==> src/rtl/core/ptsl_pkg.sv <==
// shared types, constants and yaw helpers for the pose target slew limiter
package ptsl_pkg;

   // field widths fixed by the item format
   localparam int YAW_W     = 31;
   localparam int TSTEP_W   = 31;
   localparam int YSTEP_W   = 30;
   localparam int CSR_IDX_W = 1;
   localparam int CSR_W     = 31;

   // opcodes
   localparam logic [1:0] OP_BLEND = 2'd0;
   localparam logic [1:0] OP_SET   = 2'd1;
   localparam logic [1:0] OP_CLEAR = 2'd2;

   // register indexes
   localparam logic [CSR_IDX_W-1:0] CSR_TSTEP = 1'd0;
   localparam logic [CSR_IDX_W-1:0] CSR_YSTEP = 1'd1;

   // fixed-point constants, Q3.28 yaw and Q16.16 position
   localparam logic signed [32:0] PI_Q      = 33'sd843314857;
   localparam logic signed [32:0] TWO_PI_Q  = 33'sd1686629713;
   localparam logic signed [32:0] YAW_EPS_Q = 33'sd268;
   localparam logic signed [32:0] YAW_TOL_Q = 33'sd268435;
   localparam logic [6:0]         POS_TOL_Q = 7'd65;

   // iteration counts of the shared unit
   localparam int SQRT_STEPS = 32;

   typedef enum logic [3:0] {
      ALU_IDLE,
      ALU_LOAD,
      ALU_NORM,
      ALU_SQX,
      ALU_SQY,
      ALU_SQRT_INIT,
      ALU_SQRT,
      ALU_LEN,
      ALU_MUL_INIT,
      ALU_MUL,
      ALU_DIV_INIT,
      ALU_DIV
   } alu_op_type;

   typedef struct packed {
      alu_op_type op;
      logic       axis_y;
   } alu_cmd_type;

   typedef enum logic [3:0] {
      ST_IDLE,
      ST_LOAD,
      ST_NORM,
      ST_SQX,
      ST_SQY,
      ST_SQRT_INIT,
      ST_SQRT,
      ST_LEN,
      ST_CHECK,
      ST_MUL_INIT,
      ST_MUL,
      ST_DIV_INIT,
      ST_DIV,
      ST_APPLY,
      ST_YAW,
      ST_DONE
   } state_type;

   // one wrap into minus pi to pi, enough for sums of two in-range angles
   function automatic logic signed [32:0] wrap_yaw(input logic signed [32:0] a);
      logic signed [32:0] r;
      r = a;
      if (a > PI_Q) begin
         r = a - TWO_PI_Q;
      end else if (a < -PI_Q) begin
         r = a + TWO_PI_Q;
      end
      return r;
   endfunction

endpackage

==> src/rtl/core/ptsl_if.sv <==
// request and response channel interfaces of the pose target slew limiter
interface ptsl_req_if #(parameter int CW = 32);
   logic                                 valid;
   logic                                 ready;
   logic [1:0]                           opcode;
   logic signed [CW-1:0]                 pose_x;
   logic signed [CW-1:0]                 pose_y;
   logic signed [ptsl_pkg::YAW_W-1:0]    pose_yaw;
   logic                                 pose_valid;
   logic                                 tracking;

   modport source (output valid, opcode, pose_x, pose_y, pose_yaw, pose_valid, tracking,
                   input ready);
   modport sink   (input valid, opcode, pose_x, pose_y, pose_yaw, pose_valid, tracking,
                   output ready);
endinterface

interface ptsl_rsp_if #(parameter int CW = 32);
   logic                                 valid;
   logic                                 ready;
   logic signed [CW-1:0]                 out_x;
   logic signed [CW-1:0]                 out_y;
   logic signed [ptsl_pkg::YAW_W-1:0]    out_yaw;
   logic                                 out_valid;
   logic                                 blending_active;

   modport source (output valid, out_x, out_y, out_yaw, out_valid, blending_active,
                   input ready);
   modport sink   (input valid, out_x, out_y, out_yaw, out_valid, blending_active,
                   output ready);
endinterface

==> src/rtl/core/pose_target_slew_limiter_top.sv <==
// top level of the pose target slew limiter: sequencer, target state and result register
//
// Holds one pending planar target pose and steps a stream of current poses
// toward it. The req_ch channel carries one request per item: opcode set
// target, clear target or blend, plus a pose and the tracking flag. Only a
// blend request yields a response on rsp_ch. The csr_ port writes the
// translation step limit (index 0) and the yaw step limit (index 1).
// The block takes one request at a time: req_ch.ready is high only while the
// sequencer is idle. Set and clear complete in the idle state, and a blend that
// passes straight through goes to the response state. A stepped blend runs a
// shared root, multiply and divide unit: normalize shifts, squares and a root
// for each of the two error lengths, then per axis a 31-step multiply and a
// COORD_WIDTH+32-step divide, then the yaw step and the response; a blend
// that snaps to the target skips the multiply and divide.
// The response sits in an output register; a stalled receiver holds it,
// and a finished blend waits in the last state until that register frees.
// Synchronous reset clears the target, the pending flag, both step
// registers and the response valid.
module pose_target_slew_limiter_top #(
   parameter int COORD_WIDTH = 32
) (
   input  logic                                  clock,
   input  logic                                  reset,
   ptsl_req_if.sink                              req_ch,
   ptsl_rsp_if.source                            rsp_ch,
   input  logic                                  csr_we,
   input  logic [ptsl_pkg::CSR_IDX_W-1:0]        csr_index,
   input  logic [ptsl_pkg::CSR_W-1:0]            csr_wdata
);

   localparam int CW   = COORD_WIDTH;
   localparam int LW   = (CW + 1 > 64) ? 64 : CW + 1;
   localparam int MW   = CW + 1 + ptsl_pkg::TSTEP_W;
   localparam int CNTW = $clog2(MW + 1);
   localparam int YW   = ptsl_pkg::YAW_W;

   ptsl_pkg::state_type   state_ff, state_in;
   ptsl_pkg::alu_cmd_type cmd;
   logic [CNTW-1:0]       cnt_ff, cnt_in;

   logic [ptsl_pkg::TSTEP_W-1:0] tstep_ff;
   logic [ptsl_pkg::YSTEP_W-1:0] ystep_ff;
   logic signed [CW-1:0] tx_ff, ty_ff, cx_ff, cy_ff, ox_ff, oy_ff;
   logic signed [YW-1:0] tyaw_ff, cyaw_ff, oyaw_ff;
   logic                 pend_ff, track_ff, phase_ff, axis_ff, sx_ff, sy_ff, ovalid_ff;
   logic signed [CW-1:0] rsp_x_ff, rsp_y_ff;
   logic signed [YW-1:0] rsp_yaw_ff;
   logic                 rsp_ovalid_ff, rsp_active_ff, rsp_valid_ff;

   logic                 req_fire, rsp_free, norm_done;
   logic [LW-1:0]        len;
   logic [MW-1:0]        acc;

   logic signed [CW-1:0] dsrc_x, dsrc_y;
   logic signed [CW:0]   dx, dy;
   logic [CW:0]          mag_x, mag_y;
   logic                 step_take;
   logic                 settle;

   logic signed [32:0]   tyaw_s, cyaw_s, oyaw_s, ysl, dyaw, yclamp, oyaw_new, remy, remy_abs;
   logic                 yaw_move;
   logic signed [CW-1:0] app_base, app_res;
   logic [CW-1:0]        mv;

   assign req_fire = req_ch.valid && req_ch.ready;
   assign rsp_free = !rsp_valid_ff || rsp_ch.ready;
   assign req_ch.ready = (state_ff == ptsl_pkg::ST_IDLE);

   // error vector toward the target, saturated only at 64-bit or wider coordinates
   function automatic logic signed [CW:0] sat_diff(input logic signed [CW-1:0] a,
                                                   input logic signed [CW-1:0] b);
      logic signed [CW:0] r;
      logic               s;
      r = {a[CW-1], a} - {b[CW-1], b};
      s = r[CW];
      if (CW >= 64 && (r[CW] != r[CW-1])) begin
         r = {s, s, {(CW-1){~s}}};
      end
      return r;
   endfunction

   assign dsrc_x = phase_ff ? ox_ff : cx_ff;
   assign dsrc_y = phase_ff ? oy_ff : cy_ff;
   assign dx     = sat_diff(tx_ff, dsrc_x);
   assign dy     = sat_diff(ty_ff, dsrc_y);
   assign mag_x  = dx[CW] ? (CW+1)'(-dx) : (CW+1)'(dx);
   assign mag_y  = dy[CW] ? (CW+1)'(-dy) : (CW+1)'(dy);

   // length checks
   assign step_take = (len != '0) && (tstep_ff != '0) &&
                      ((LW+ptsl_pkg::TSTEP_W)'(tstep_ff) < (LW+ptsl_pkg::TSTEP_W)'(len));

   // yaw step, clamped and wrapped
   always_comb begin
      tyaw_s   = 33'(tyaw_ff);
      cyaw_s   = 33'(cyaw_ff);
      oyaw_s   = 33'(oyaw_ff);
      ysl      = $signed({3'b000, ystep_ff});
      dyaw     = ptsl_pkg::wrap_yaw(tyaw_s - cyaw_s);
      yaw_move = (dyaw > ptsl_pkg::YAW_EPS_Q || dyaw < -ptsl_pkg::YAW_EPS_Q) &&
                 (ystep_ff != '0);
      if (dyaw > ysl) begin
         yclamp = ysl;
      end else if (dyaw < -ysl) begin
         yclamp = -ysl;
      end else begin
         yclamp = dyaw;
      end
      oyaw_new = yaw_move ? ptsl_pkg::wrap_yaw(cyaw_s + yclamp) : tyaw_s;
      remy     = ptsl_pkg::wrap_yaw(tyaw_s - oyaw_s);
      remy_abs = (remy < 0) ? -remy : remy;
   end

   assign settle = (len <= LW'(ptsl_pkg::POS_TOL_Q)) &&
                   (remy_abs <= ptsl_pkg::YAW_TOL_Q) && track_ff;

   // apply the scaled move on one axis
   assign mv       = acc[CW-1:0];
   assign app_base = axis_ff ? cy_ff : cx_ff;
   assign app_res  = (axis_ff ? sy_ff : sx_ff) ? app_base - $signed(mv)
                                               : app_base + $signed(mv);

   ptsl_arith #(.CW(CW)) u_arith (
      .clock       (clock),
      .cmd         (cmd),
      .mag_x_i     (mag_x),
      .mag_y_i     (mag_y),
      .step_i      (tstep_ff),
      .norm_done_o (norm_done),
      .len_o       (len),
      .acc_o       (acc)
   );

   // state register
   always_ff @(posedge clock) begin
      if (reset) begin
         state_ff <= ptsl_pkg::ST_IDLE;
         cnt_ff   <= '0;
      end else begin
         state_ff <= state_in;
         cnt_ff   <= cnt_in;
      end
   end

   // next state and unit commands
   always_comb begin
      state_in   = state_ff;
      cnt_in     = cnt_ff;
      cmd.op     = ptsl_pkg::ALU_IDLE;
      cmd.axis_y = axis_ff;
      case (state_ff)
         ptsl_pkg::ST_IDLE: begin
            if (req_fire && req_ch.opcode == ptsl_pkg::OP_BLEND) begin
               if (!pend_ff || !req_ch.pose_valid) begin
                  state_in = ptsl_pkg::ST_DONE;
               end else begin
                  state_in = ptsl_pkg::ST_LOAD;
               end
            end
         end
         ptsl_pkg::ST_LOAD: begin
            cmd.op   = ptsl_pkg::ALU_LOAD;
            state_in = ptsl_pkg::ST_NORM;
         end
         ptsl_pkg::ST_NORM: begin
            if (norm_done) begin
               state_in = ptsl_pkg::ST_SQX;
            end else begin
               cmd.op = ptsl_pkg::ALU_NORM;
            end
         end
         ptsl_pkg::ST_SQX: begin
            cmd.op   = ptsl_pkg::ALU_SQX;
            state_in = ptsl_pkg::ST_SQY;
         end
         ptsl_pkg::ST_SQY: begin
            cmd.op   = ptsl_pkg::ALU_SQY;
            state_in = ptsl_pkg::ST_SQRT_INIT;
         end
         ptsl_pkg::ST_SQRT_INIT: begin
            cmd.op   = ptsl_pkg::ALU_SQRT_INIT;
            cnt_in   = CNTW'(ptsl_pkg::SQRT_STEPS - 1);
            state_in = ptsl_pkg::ST_SQRT;
         end
         ptsl_pkg::ST_SQRT: begin
            cmd.op = ptsl_pkg::ALU_SQRT;
            cnt_in = cnt_ff - 1'b1;
            if (cnt_ff == '0) begin
               state_in = ptsl_pkg::ST_LEN;
            end
         end
         ptsl_pkg::ST_LEN: begin
            cmd.op   = ptsl_pkg::ALU_LEN;
            state_in = ptsl_pkg::ST_CHECK;
         end
         ptsl_pkg::ST_CHECK: begin
            if (phase_ff) begin
               state_in = ptsl_pkg::ST_DONE;
            end else if (step_take) begin
               state_in = ptsl_pkg::ST_MUL_INIT;
            end else begin
               state_in = ptsl_pkg::ST_YAW;
            end
         end
         ptsl_pkg::ST_MUL_INIT: begin
            cmd.op   = ptsl_pkg::ALU_MUL_INIT;
            cnt_in   = CNTW'(ptsl_pkg::TSTEP_W - 1);
            state_in = ptsl_pkg::ST_MUL;
         end
         ptsl_pkg::ST_MUL: begin
            cmd.op = ptsl_pkg::ALU_MUL;
            cnt_in = cnt_ff - 1'b1;
            if (cnt_ff == '0) begin
               state_in = ptsl_pkg::ST_DIV_INIT;
            end
         end
         ptsl_pkg::ST_DIV_INIT: begin
            cmd.op   = ptsl_pkg::ALU_DIV_INIT;
            cnt_in   = CNTW'(MW - 1);
            state_in = ptsl_pkg::ST_DIV;
         end
         ptsl_pkg::ST_DIV: begin
            cmd.op = ptsl_pkg::ALU_DIV;
            cnt_in = cnt_ff - 1'b1;
            if (cnt_ff == '0) begin
               state_in = ptsl_pkg::ST_APPLY;
            end
         end
         ptsl_pkg::ST_APPLY: begin
            state_in = axis_ff ? ptsl_pkg::ST_YAW : ptsl_pkg::ST_MUL_INIT;
         end
         ptsl_pkg::ST_YAW: begin
            state_in = ptsl_pkg::ST_LOAD;
         end
         ptsl_pkg::ST_DONE: begin
            if (rsp_free) begin
               state_in = ptsl_pkg::ST_IDLE;
            end
         end
         default: begin
            state_in = ptsl_pkg::ST_IDLE;
         end
      endcase
   end

   // configuration registers
   always_ff @(posedge clock) begin
      if (reset) begin
         tstep_ff <= '0;
         ystep_ff <= '0;
      end else if (csr_we) begin
         case (csr_index)
            ptsl_pkg::CSR_TSTEP: tstep_ff <= csr_wdata[ptsl_pkg::TSTEP_W-1:0];
            ptsl_pkg::CSR_YSTEP: ystep_ff <= csr_wdata[ptsl_pkg::YSTEP_W-1:0];
            default: begin
            end
         endcase
      end
   end

   // target and pending flag
   always_ff @(posedge clock) begin
      if (reset) begin
         tx_ff   <= '0;
         ty_ff   <= '0;
         tyaw_ff <= '0;
         pend_ff <= 1'b0;
      end else begin
         case (state_ff)
            ptsl_pkg::ST_IDLE: begin
               if (req_fire) begin
                  case (req_ch.opcode)
                     ptsl_pkg::OP_SET: begin
                        tx_ff   <= req_ch.pose_x;
                        ty_ff   <= req_ch.pose_y;
                        tyaw_ff <= req_ch.pose_yaw;
                        pend_ff <= req_ch.pose_valid;
                     end
                     ptsl_pkg::OP_CLEAR: begin
                        tx_ff   <= '0;
                        ty_ff   <= '0;
                        tyaw_ff <= '0;
                        pend_ff <= 1'b0;
                     end
                     ptsl_pkg::OP_BLEND: begin
                        if (pend_ff && !req_ch.pose_valid) begin
                           pend_ff <= 1'b0;
                        end
                     end
                     default: begin
                     end
                  endcase
               end
            end
            ptsl_pkg::ST_CHECK: begin
               if (phase_ff && settle) begin
                  pend_ff <= 1'b0;
               end
            end
            default: begin
            end
         endcase
      end
   end

   // working pose registers
   always_ff @(posedge clock) begin
      case (state_ff)
         ptsl_pkg::ST_IDLE: begin
            if (req_fire) begin
               cx_ff    <= req_ch.pose_x;
               cy_ff    <= req_ch.pose_y;
               cyaw_ff  <= req_ch.pose_yaw;
               track_ff <= req_ch.tracking;
               phase_ff <= 1'b0;
               if (!pend_ff) begin
                  ox_ff     <= req_ch.pose_x;
                  oy_ff     <= req_ch.pose_y;
                  oyaw_ff   <= req_ch.pose_yaw;
                  ovalid_ff <= req_ch.pose_valid;
               end else begin
                  ox_ff     <= tx_ff;
                  oy_ff     <= ty_ff;
                  oyaw_ff   <= tyaw_ff;
                  ovalid_ff <= 1'b1;
               end
            end
         end
         ptsl_pkg::ST_LOAD: begin
            sx_ff <= dx[CW];
            sy_ff <= dy[CW];
         end
         ptsl_pkg::ST_CHECK: begin
            axis_ff <= 1'b0;
            if (!phase_ff && !step_take) begin
               ox_ff <= tx_ff;
               oy_ff <= ty_ff;
            end
         end
         ptsl_pkg::ST_APPLY: begin
            axis_ff <= 1'b1;
            if (axis_ff) begin
               oy_ff <= app_res;
            end else begin
               ox_ff <= app_res;
            end
         end
         ptsl_pkg::ST_YAW: begin
            oyaw_ff  <= oyaw_new[YW-1:0];
            phase_ff <= 1'b1;
         end
         default: begin
         end
      endcase
   end

   // response register
   always_ff @(posedge clock) begin
      if (reset) begin
         rsp_valid_ff <= 1'b0;
      end else if (state_ff == ptsl_pkg::ST_DONE && rsp_free) begin
         rsp_valid_ff <= 1'b1;
      end else if (rsp_ch.ready) begin
         rsp_valid_ff <= 1'b0;
      end
   end

   always_ff @(posedge clock) begin
      if (state_ff == ptsl_pkg::ST_DONE && rsp_free) begin
         rsp_x_ff      <= ox_ff;
         rsp_y_ff      <= oy_ff;
         rsp_yaw_ff    <= oyaw_ff;
         rsp_ovalid_ff <= ovalid_ff;
         rsp_active_ff <= pend_ff;
      end
   end

   assign rsp_ch.valid           = rsp_valid_ff;
   assign rsp_ch.out_x           = rsp_x_ff;
   assign rsp_ch.out_y           = rsp_y_ff;
   assign rsp_ch.out_yaw         = rsp_yaw_ff;
   assign rsp_ch.out_valid       = rsp_ovalid_ff;
   assign rsp_ch.blending_active = rsp_active_ff;

endmodule

==> src/rtl/core/ptsl_arith.sv <==
// shared iterative unit: normalize, square, root, shift-add multiply, restoring divide
module ptsl_arith #(
   parameter int CW = 32
) (
   input  logic                    clock,
   input  ptsl_pkg::alu_cmd_type   cmd,
   input  logic [CW:0]             mag_x_i,
   input  logic [CW:0]             mag_y_i,
   input  logic [ptsl_pkg::TSTEP_W-1:0] step_i,
   output logic                    norm_done_o,
   output logic [((CW+1 > 64) ? 64 : CW+1)-1:0] len_o,
   output logic [CW+ptsl_pkg::TSTEP_W:0] acc_o
);

   localparam int MAGW = CW + 1;
   localparam int LW   = (CW + 1 > 64) ? 64 : CW + 1;
   localparam int MW   = MAGW + ptsl_pkg::TSTEP_W;
   localparam int KW   = $clog2(CW + 2);
   localparam int SW   = (LW + 1 > 34) ? LW + 1 : 34;

   logic [MAGW-1:0]  ax_ff, ay_ff, mx_ff, my_ff;
   logic [KW-1:0]    k_ff;
   logic [63:0]      sq_ff;
   logic [31:0]      root_ff;
   logic [33:0]      srem_ff;
   logic [LW-1:0]    len_ff;
   logic [MW-1:0]    acc_ff;
   logic [ptsl_pkg::TSTEP_W-1:0] sreg_ff;
   logic [LW:0]      drem_ff;

   logic [30:0]      mop;
   logic [61:0]      prod;
   logic [33:0]      trial_rem;
   logic [33:0]      trial;
   logic [LW:0]      drem_sh;
   logic [SW-1:0]    sub_a, sub_b;
   logic [SW:0]      sub_r;
   logic             ge;
   logic [LW+31:0]   len_wide;
   logic [MAGW-1:0]  mcand;

   // one squarer shared by both axes
   assign mop  = (cmd.op == ptsl_pkg::ALU_SQY) ? 31'(ay_ff) : 31'(ax_ff);
   assign prod = mop * mop;

   // one subtractor shared by root and divide
   assign trial_rem = {srem_ff[31:0], sq_ff[63:62]};
   assign trial     = {root_ff, 2'b01};
   assign drem_sh   = {drem_ff[LW-1:0], acc_ff[MW-1]};

   always_comb begin
      if (cmd.op == ptsl_pkg::ALU_SQRT) begin
         sub_a = SW'(trial_rem);
         sub_b = SW'(trial);
      end else begin
         sub_a = SW'(drem_sh);
         sub_b = SW'(len_ff);
      end
      sub_r = {1'b0, sub_a} - {1'b0, sub_b};
      ge    = ~sub_r[SW];
   end

   assign len_wide = (LW+32)'(root_ff) << k_ff;
   assign mcand    = cmd.axis_y ? my_ff : mx_ff;

   // operation step per command
   always_ff @(posedge clock) begin
      case (cmd.op)
         ptsl_pkg::ALU_LOAD: begin
            ax_ff <= mag_x_i;
            ay_ff <= mag_y_i;
            mx_ff <= mag_x_i;
            my_ff <= mag_y_i;
            k_ff  <= '0;
         end
         ptsl_pkg::ALU_NORM: begin
            ax_ff <= ax_ff >> 1;
            ay_ff <= ay_ff >> 1;
            k_ff  <= k_ff + 1'b1;
         end
         ptsl_pkg::ALU_SQX: begin
            sq_ff <= 64'(prod);
         end
         ptsl_pkg::ALU_SQY: begin
            sq_ff <= sq_ff + 64'(prod);
         end
         ptsl_pkg::ALU_SQRT_INIT: begin
            srem_ff <= '0;
            root_ff <= '0;
         end
         ptsl_pkg::ALU_SQRT: begin
            if (ge) begin
               srem_ff <= sub_r[33:0];
               root_ff <= {root_ff[30:0], 1'b1};
            end else begin
               srem_ff <= trial_rem;
               root_ff <= {root_ff[30:0], 1'b0};
            end
            sq_ff <= sq_ff << 2;
         end
         ptsl_pkg::ALU_LEN: begin
            len_ff <= len_wide[LW-1:0];
         end
         ptsl_pkg::ALU_MUL_INIT: begin
            acc_ff  <= '0;
            sreg_ff <= step_i;
         end
         ptsl_pkg::ALU_MUL: begin
            acc_ff  <= (acc_ff << 1) + (sreg_ff[ptsl_pkg::TSTEP_W-1] ? MW'(mcand) : '0);
            sreg_ff <= sreg_ff << 1;
         end
         ptsl_pkg::ALU_DIV_INIT: begin
            drem_ff <= '0;
         end
         ptsl_pkg::ALU_DIV: begin
            acc_ff  <= {acc_ff[MW-2:0], ge};
            drem_ff <= ge ? sub_r[LW:0] : drem_sh;
         end
         default: begin
         end
      endcase
   end

   assign norm_done_o = (((ax_ff | ay_ff) >> 31) == '0);
   assign len_o       = len_ff;
   assign acc_o       = acc_ff;

endmodule
==> src/flat_wrapper.sv <==
// flat-port wrapper written by rule: the top's interface ports become plain ports
module pose_target_slew_limiter_top_flat 
#(
   parameter int COORD_WIDTH = 32
)
  (clock, reset, csr_we, csr_index, csr_wdata, req_ch_valid, req_ch_opcode, req_ch_pose_x, req_ch_pose_y, req_ch_pose_yaw, req_ch_pose_valid, req_ch_tracking, req_ch_ready, rsp_ch_valid, rsp_ch_out_x, rsp_ch_out_y, rsp_ch_out_yaw, rsp_ch_out_valid, rsp_ch_blending_active, rsp_ch_ready);
  ptsl_req_if req_ch_i ();
  ptsl_rsp_if rsp_ch_i ();
  input  logic clock;
  input  logic reset;
  input  logic csr_we;
  input  logic [ptsl_pkg::CSR_IDX_W-1:0] csr_index;
  input  logic [ptsl_pkg::CSR_W-1:0] csr_wdata;
  input wire logic [$bits(req_ch_i.valid)-1:0] req_ch_valid;
  input wire logic [$bits(req_ch_i.opcode)-1:0] req_ch_opcode;
  input wire logic [$bits(req_ch_i.pose_x)-1:0] req_ch_pose_x;
  input wire logic [$bits(req_ch_i.pose_y)-1:0] req_ch_pose_y;
  input wire logic [$bits(req_ch_i.pose_yaw)-1:0] req_ch_pose_yaw;
  input wire logic [$bits(req_ch_i.pose_valid)-1:0] req_ch_pose_valid;
  input wire logic [$bits(req_ch_i.tracking)-1:0] req_ch_tracking;
  output wire logic [$bits(req_ch_i.ready)-1:0] req_ch_ready;
  output wire logic [$bits(rsp_ch_i.valid)-1:0] rsp_ch_valid;
  output wire logic [$bits(rsp_ch_i.out_x)-1:0] rsp_ch_out_x;
  output wire logic [$bits(rsp_ch_i.out_y)-1:0] rsp_ch_out_y;
  output wire logic [$bits(rsp_ch_i.out_yaw)-1:0] rsp_ch_out_yaw;
  output wire logic [$bits(rsp_ch_i.out_valid)-1:0] rsp_ch_out_valid;
  output wire logic [$bits(rsp_ch_i.blending_active)-1:0] rsp_ch_blending_active;
  input wire logic [$bits(rsp_ch_i.ready)-1:0] rsp_ch_ready;
  assign req_ch_i.valid = req_ch_valid;
  assign req_ch_i.opcode = req_ch_opcode;
  assign req_ch_i.pose_x = req_ch_pose_x;
  assign req_ch_i.pose_y = req_ch_pose_y;
  assign req_ch_i.pose_yaw = req_ch_pose_yaw;
  assign req_ch_i.pose_valid = req_ch_pose_valid;
  assign req_ch_i.tracking = req_ch_tracking;
  assign req_ch_ready = req_ch_i.ready;
  assign rsp_ch_valid = rsp_ch_i.valid;
  assign rsp_ch_out_x = rsp_ch_i.out_x;
  assign rsp_ch_out_y = rsp_ch_i.out_y;
  assign rsp_ch_out_yaw = rsp_ch_i.out_yaw;
  assign rsp_ch_out_valid = rsp_ch_i.out_valid;
  assign rsp_ch_blending_active = rsp_ch_i.blending_active;
  assign rsp_ch_i.ready = rsp_ch_ready;
  pose_target_slew_limiter_top #(.COORD_WIDTH(COORD_WIDTH)) u_core (.clock(clock), .reset(reset), .req_ch(req_ch_i), .rsp_ch(rsp_ch_i), .csr_we(csr_we), .csr_index(csr_index), .csr_wdata(csr_wdata));
endmodule
==> config.mk <==
export PLATFORM = sky130hd
export DESIGN_NAME = pose_target_slew_limiter_top_flat
export DESIGN_NICKNAME = d
export VERILOG_FILES = /design/src/rtl/core/ptsl_pkg.sv /design/src/rtl/core/ptsl_if.sv /design/src/rtl/core/pose_target_slew_limiter_top.sv /design/src/rtl/core/ptsl_arith.sv /design/src/flat_wrapper.sv
export SDC_FILE = /design/constraint.sdc
export NUM_CORES = 2
export LEC_CHECK = 0
export BUFFER_PORTS_ARGS = -buffer_cell sky130_fd_sc_hd__buf_2
export CAP_MARGIN = 20
export CORE_MARGIN = 2
export CORE_UTILIZATION = 60
export CTS_CLUSTER_DIAMETER = 200
export DETAILED_ROUTE_END_ITERATION = 8
export GPL_TIMING_DRIVEN = 0
export PLACE_DENSITY_LB_ADDON = 0.05
export SLEW_MARGIN = 20
export SYNTH_ARGS = -nofsm -noshare
export SYNTH_HDL_FRONTEND = slang
export SYNTH_HIERARCHICAL = 1
export SYNTH_SLANG_ARGS = --single-unit
export TNS_END_PERCENT = 30
==> constraint.sdc <==
create_clock -name clock -period 35.9 [get_ports clock]
set_clock_uncertainty 0.1 [all_clocks]
set_input_delay 5.385 -clock clock [delete_from_list [all_inputs] [get_ports clock]]
set_output_delay 5.385 -clock clock [all_outputs]
set_load 0.1 [all_outputs]
==> flow_summary.ini <==
[outcome]
outcome = finished, violations left
failed_checks = DRC

[synth]
muxShareOfSynthArea = 0.0308
synth_edf_count = 720
yosys-top-cells-area = edfxtp_1 23%, fa_1 16%, ha_1 9.2%
synthesis.nets = 12200
async_reset_ff_frac = 0
synth_compound_area_frac = 0.162
synth_top_family_by_area = adder cells
synth-simple-area-share = 0.166
ys.flop_type = edfxtp_1
yosys.area.top_type = edfxtp_1
synth_seq_cells = 889
syn-cell-area_sq_um = 94300
yosysTopAreaCellShare = 0.229
yosysUniqueCellTypes = 134
yosysSeqAreaShare = 0.265
synth_adder_area_share = 0.254
synth_xor_area_frac = 0.0493
yosys_warnings = 6
synthCells = 10600
avgSynthCellArea_sq_um = 8.90

[clocking]
cts_root_buffer = clkbuf_16
cts_resized = 0
htree_levels = 3
cts_made_buffers = 100
cts_setup_buffers = 0
path_clk_slew_ps = 60
cts.sinks = 889
insertion_delay_ps = 760
hold_buffers = 0
cts_tree = done
clock_path_buffers = 3

[placed_design]
gp_congestion = 1.01
port-buffer-count = 233
hpwl_mm = 261

[finish]
area_delta_synth_final_pct = 8.58
drive_gt1_frac = 0.0666
mostFrequentLayoutCells = 1344 x inv_1, 1262 x nand2_1, 847 x nor2_1
final_nets = 12600
layout.cells.most_common = inv_1
n_fill_cell = 13100

[floorplanning]
io_pins = 235
die_w_microns = 400
die-area_sq_um = 160000
start_util = 0.604
coreArea_sq_um = 156000
num_rows = 145
die_h_microns = 400

[detailed_routing]
drtAntennaViolNets = 0
wl_mm = 324
first_iter_violations = 10500
dr.pass1.iters = 9
route.detailed.drc = 8
num_vias = 83900
wl_per_cell_microns = 24.7
via_per_inst = 6.39

[timing]
hold_ws_ps = 337
min_period_ps = 16550
fmax_mhz = 60.4
setup_viol = 0
rsz0062_at_grt = false
slew_viol_final = 0
finalSetupTns_ps = 0
maxSlewHeadroom = 0.186
worst_slew_pin_slew_ps = 1220
fin_crit_sh = 0.461
hold_viol = 0

[setup_path]
critPathMaxFanout = 10
crit_path_frequent_cell = fa_1
worstPathArrival_ps = 16950
slowest_stage = buf_1
critPathKind = reg -> reg
crit_path_max_incr_delay_ps = 810
end_kind = flop
crit_path_start_kind = flop
worstPathRequired_ps = 36300

[min_path]
hold_class = reg -> reg

[run]
cap_violations = 0

[grt]
grt_max_degree = 47
grt_pass1_vias = 81000
grt_overflow_total = 0
grt_antenna_before_repair = 9
grt_pass1_wl_mm = 488
grtUsageTotal = 0.396
[layer usage]
metal,up-vias,GRT usage,share of wire
met1,40600,0.556,0.41
met4,4,0.162,0.047
met3,833,0.0867,0.11
met2,4996,0.596,0.43
met5,-,0,0.000077
li1,37400,-,-
[worst paths after layout]
| check | start | endpoint | slack (ps) | depth (start not counted) |
|---|---|---|---|---|
| hold / removal | u_core/ovalid_ff | u_core/rsp_ch.out_valid | 340 | 0 |
| setup reg to reg | u_core/state_ff[1] | u_core/u_arith/sq_ff[56] | 19350 | 47 |
| setup / recovery | u_core/state_ff[1] | u_core/u_arith/sq_ff[56] | 19350 | 47 |
| hold reg to reg | u_core/ovalid_ff | u_core/rsp_ch.out_valid | 340 | 0 |
[final cells by class]
cell class	instances	area (sq um)	share of cell area
Multi-Input combinational cell	7893	62500	0.611
Sequential cell	889	25000	0.244
Inverter	1354	5080	0.0497
Clock buffer	138	2780	0.0272
Tap cell	2058	2570	0.0252
Timing Repair Buffer	282	1920	0.0187
Buffer	458	1800	0.0176
Clock inverter	52	637	0.00622
Antenna cell	7	17.5	0.000171
[flip-flops by register name, indices dropped and copies added, names as in the netlist, 33 cells and up]
| name | count |
|---|---|
| u_core/u_arith/acc_o | 64 |
| u_core/u_arith/mx_ff | 33 |
| u_core/u_arith/ay_ff | 33 |
| u_core/u_arith/my_ff | 33 |
| u_core/u_arith/drem_ff | 33 |
| u_core/u_arith/ax_ff | 33 |
| u_core/u_arith/len_o | 33 |
| u_core/u_arith/sq_ff | 64 |
[logic make-up (layout without fill, tap and decap cells)]
kind of cell	after synthesis	after routing
AOI/OAI and AO/OA	2308	2308
adders and majority gates	1454	1454
buffers and inverters	1812	2284
other	0	7
and+or+nand+nor	3344	3344
xor gates and xnor gates	526	526
DFF	889	889
muxes	261	261
[cell usage after synthesis, drive strengths merged, types with 55 or more instances]
library cell and number:
o21bai 55, nand2 1263, fa 760, a21oi 775
nor3 179, nor2b 109, nand4 107, xor2 194
nor4 56, buf 78, edfxtp 720, a221o 87
ha 693, mux2i 166, o21ai 384, a211oi 81
nor2 855, o22ai 66, o31ai 67, a21o 205
o211ai 68, xnor2 331, and2 93, mux2 80
clkbuf 380, inv 1347, nor3b 117, or3 66
nand3 189, dfxtp 169, a31oi 92, and3 66
nand2b 92, o21a 69
[metrics by stage]
stage | setup slack [ps] | util | area [sq um] | std cells
final | 19350 | 0.656 | 102000 | 13100
after global routing | 18900 | 0.656 | 102000 | 13100
after detailed placement | 19760 | 0.634 | 98900 | 12900
after floorplan | 23910 | - | 94300 | 10600
after global placement | 19750 | 0.628 | 98000 | 12900
after CTS | 19750 | 0.656 | 102000 | 13100
[critical path: cells and delay by family, from the launching register on]
family,cells,cell delay (ps)
fa+ha+maj,10,4670
buf+inv,13,4270
mux,1,180
xor+xnor,2,510
simple gates,12,3700
flops,1,380
compound gates,9,2450
Power is left out: the tool's default activity adds up to more than one toggle a clock period on the data nets, which glitch-free logic cannot reach.
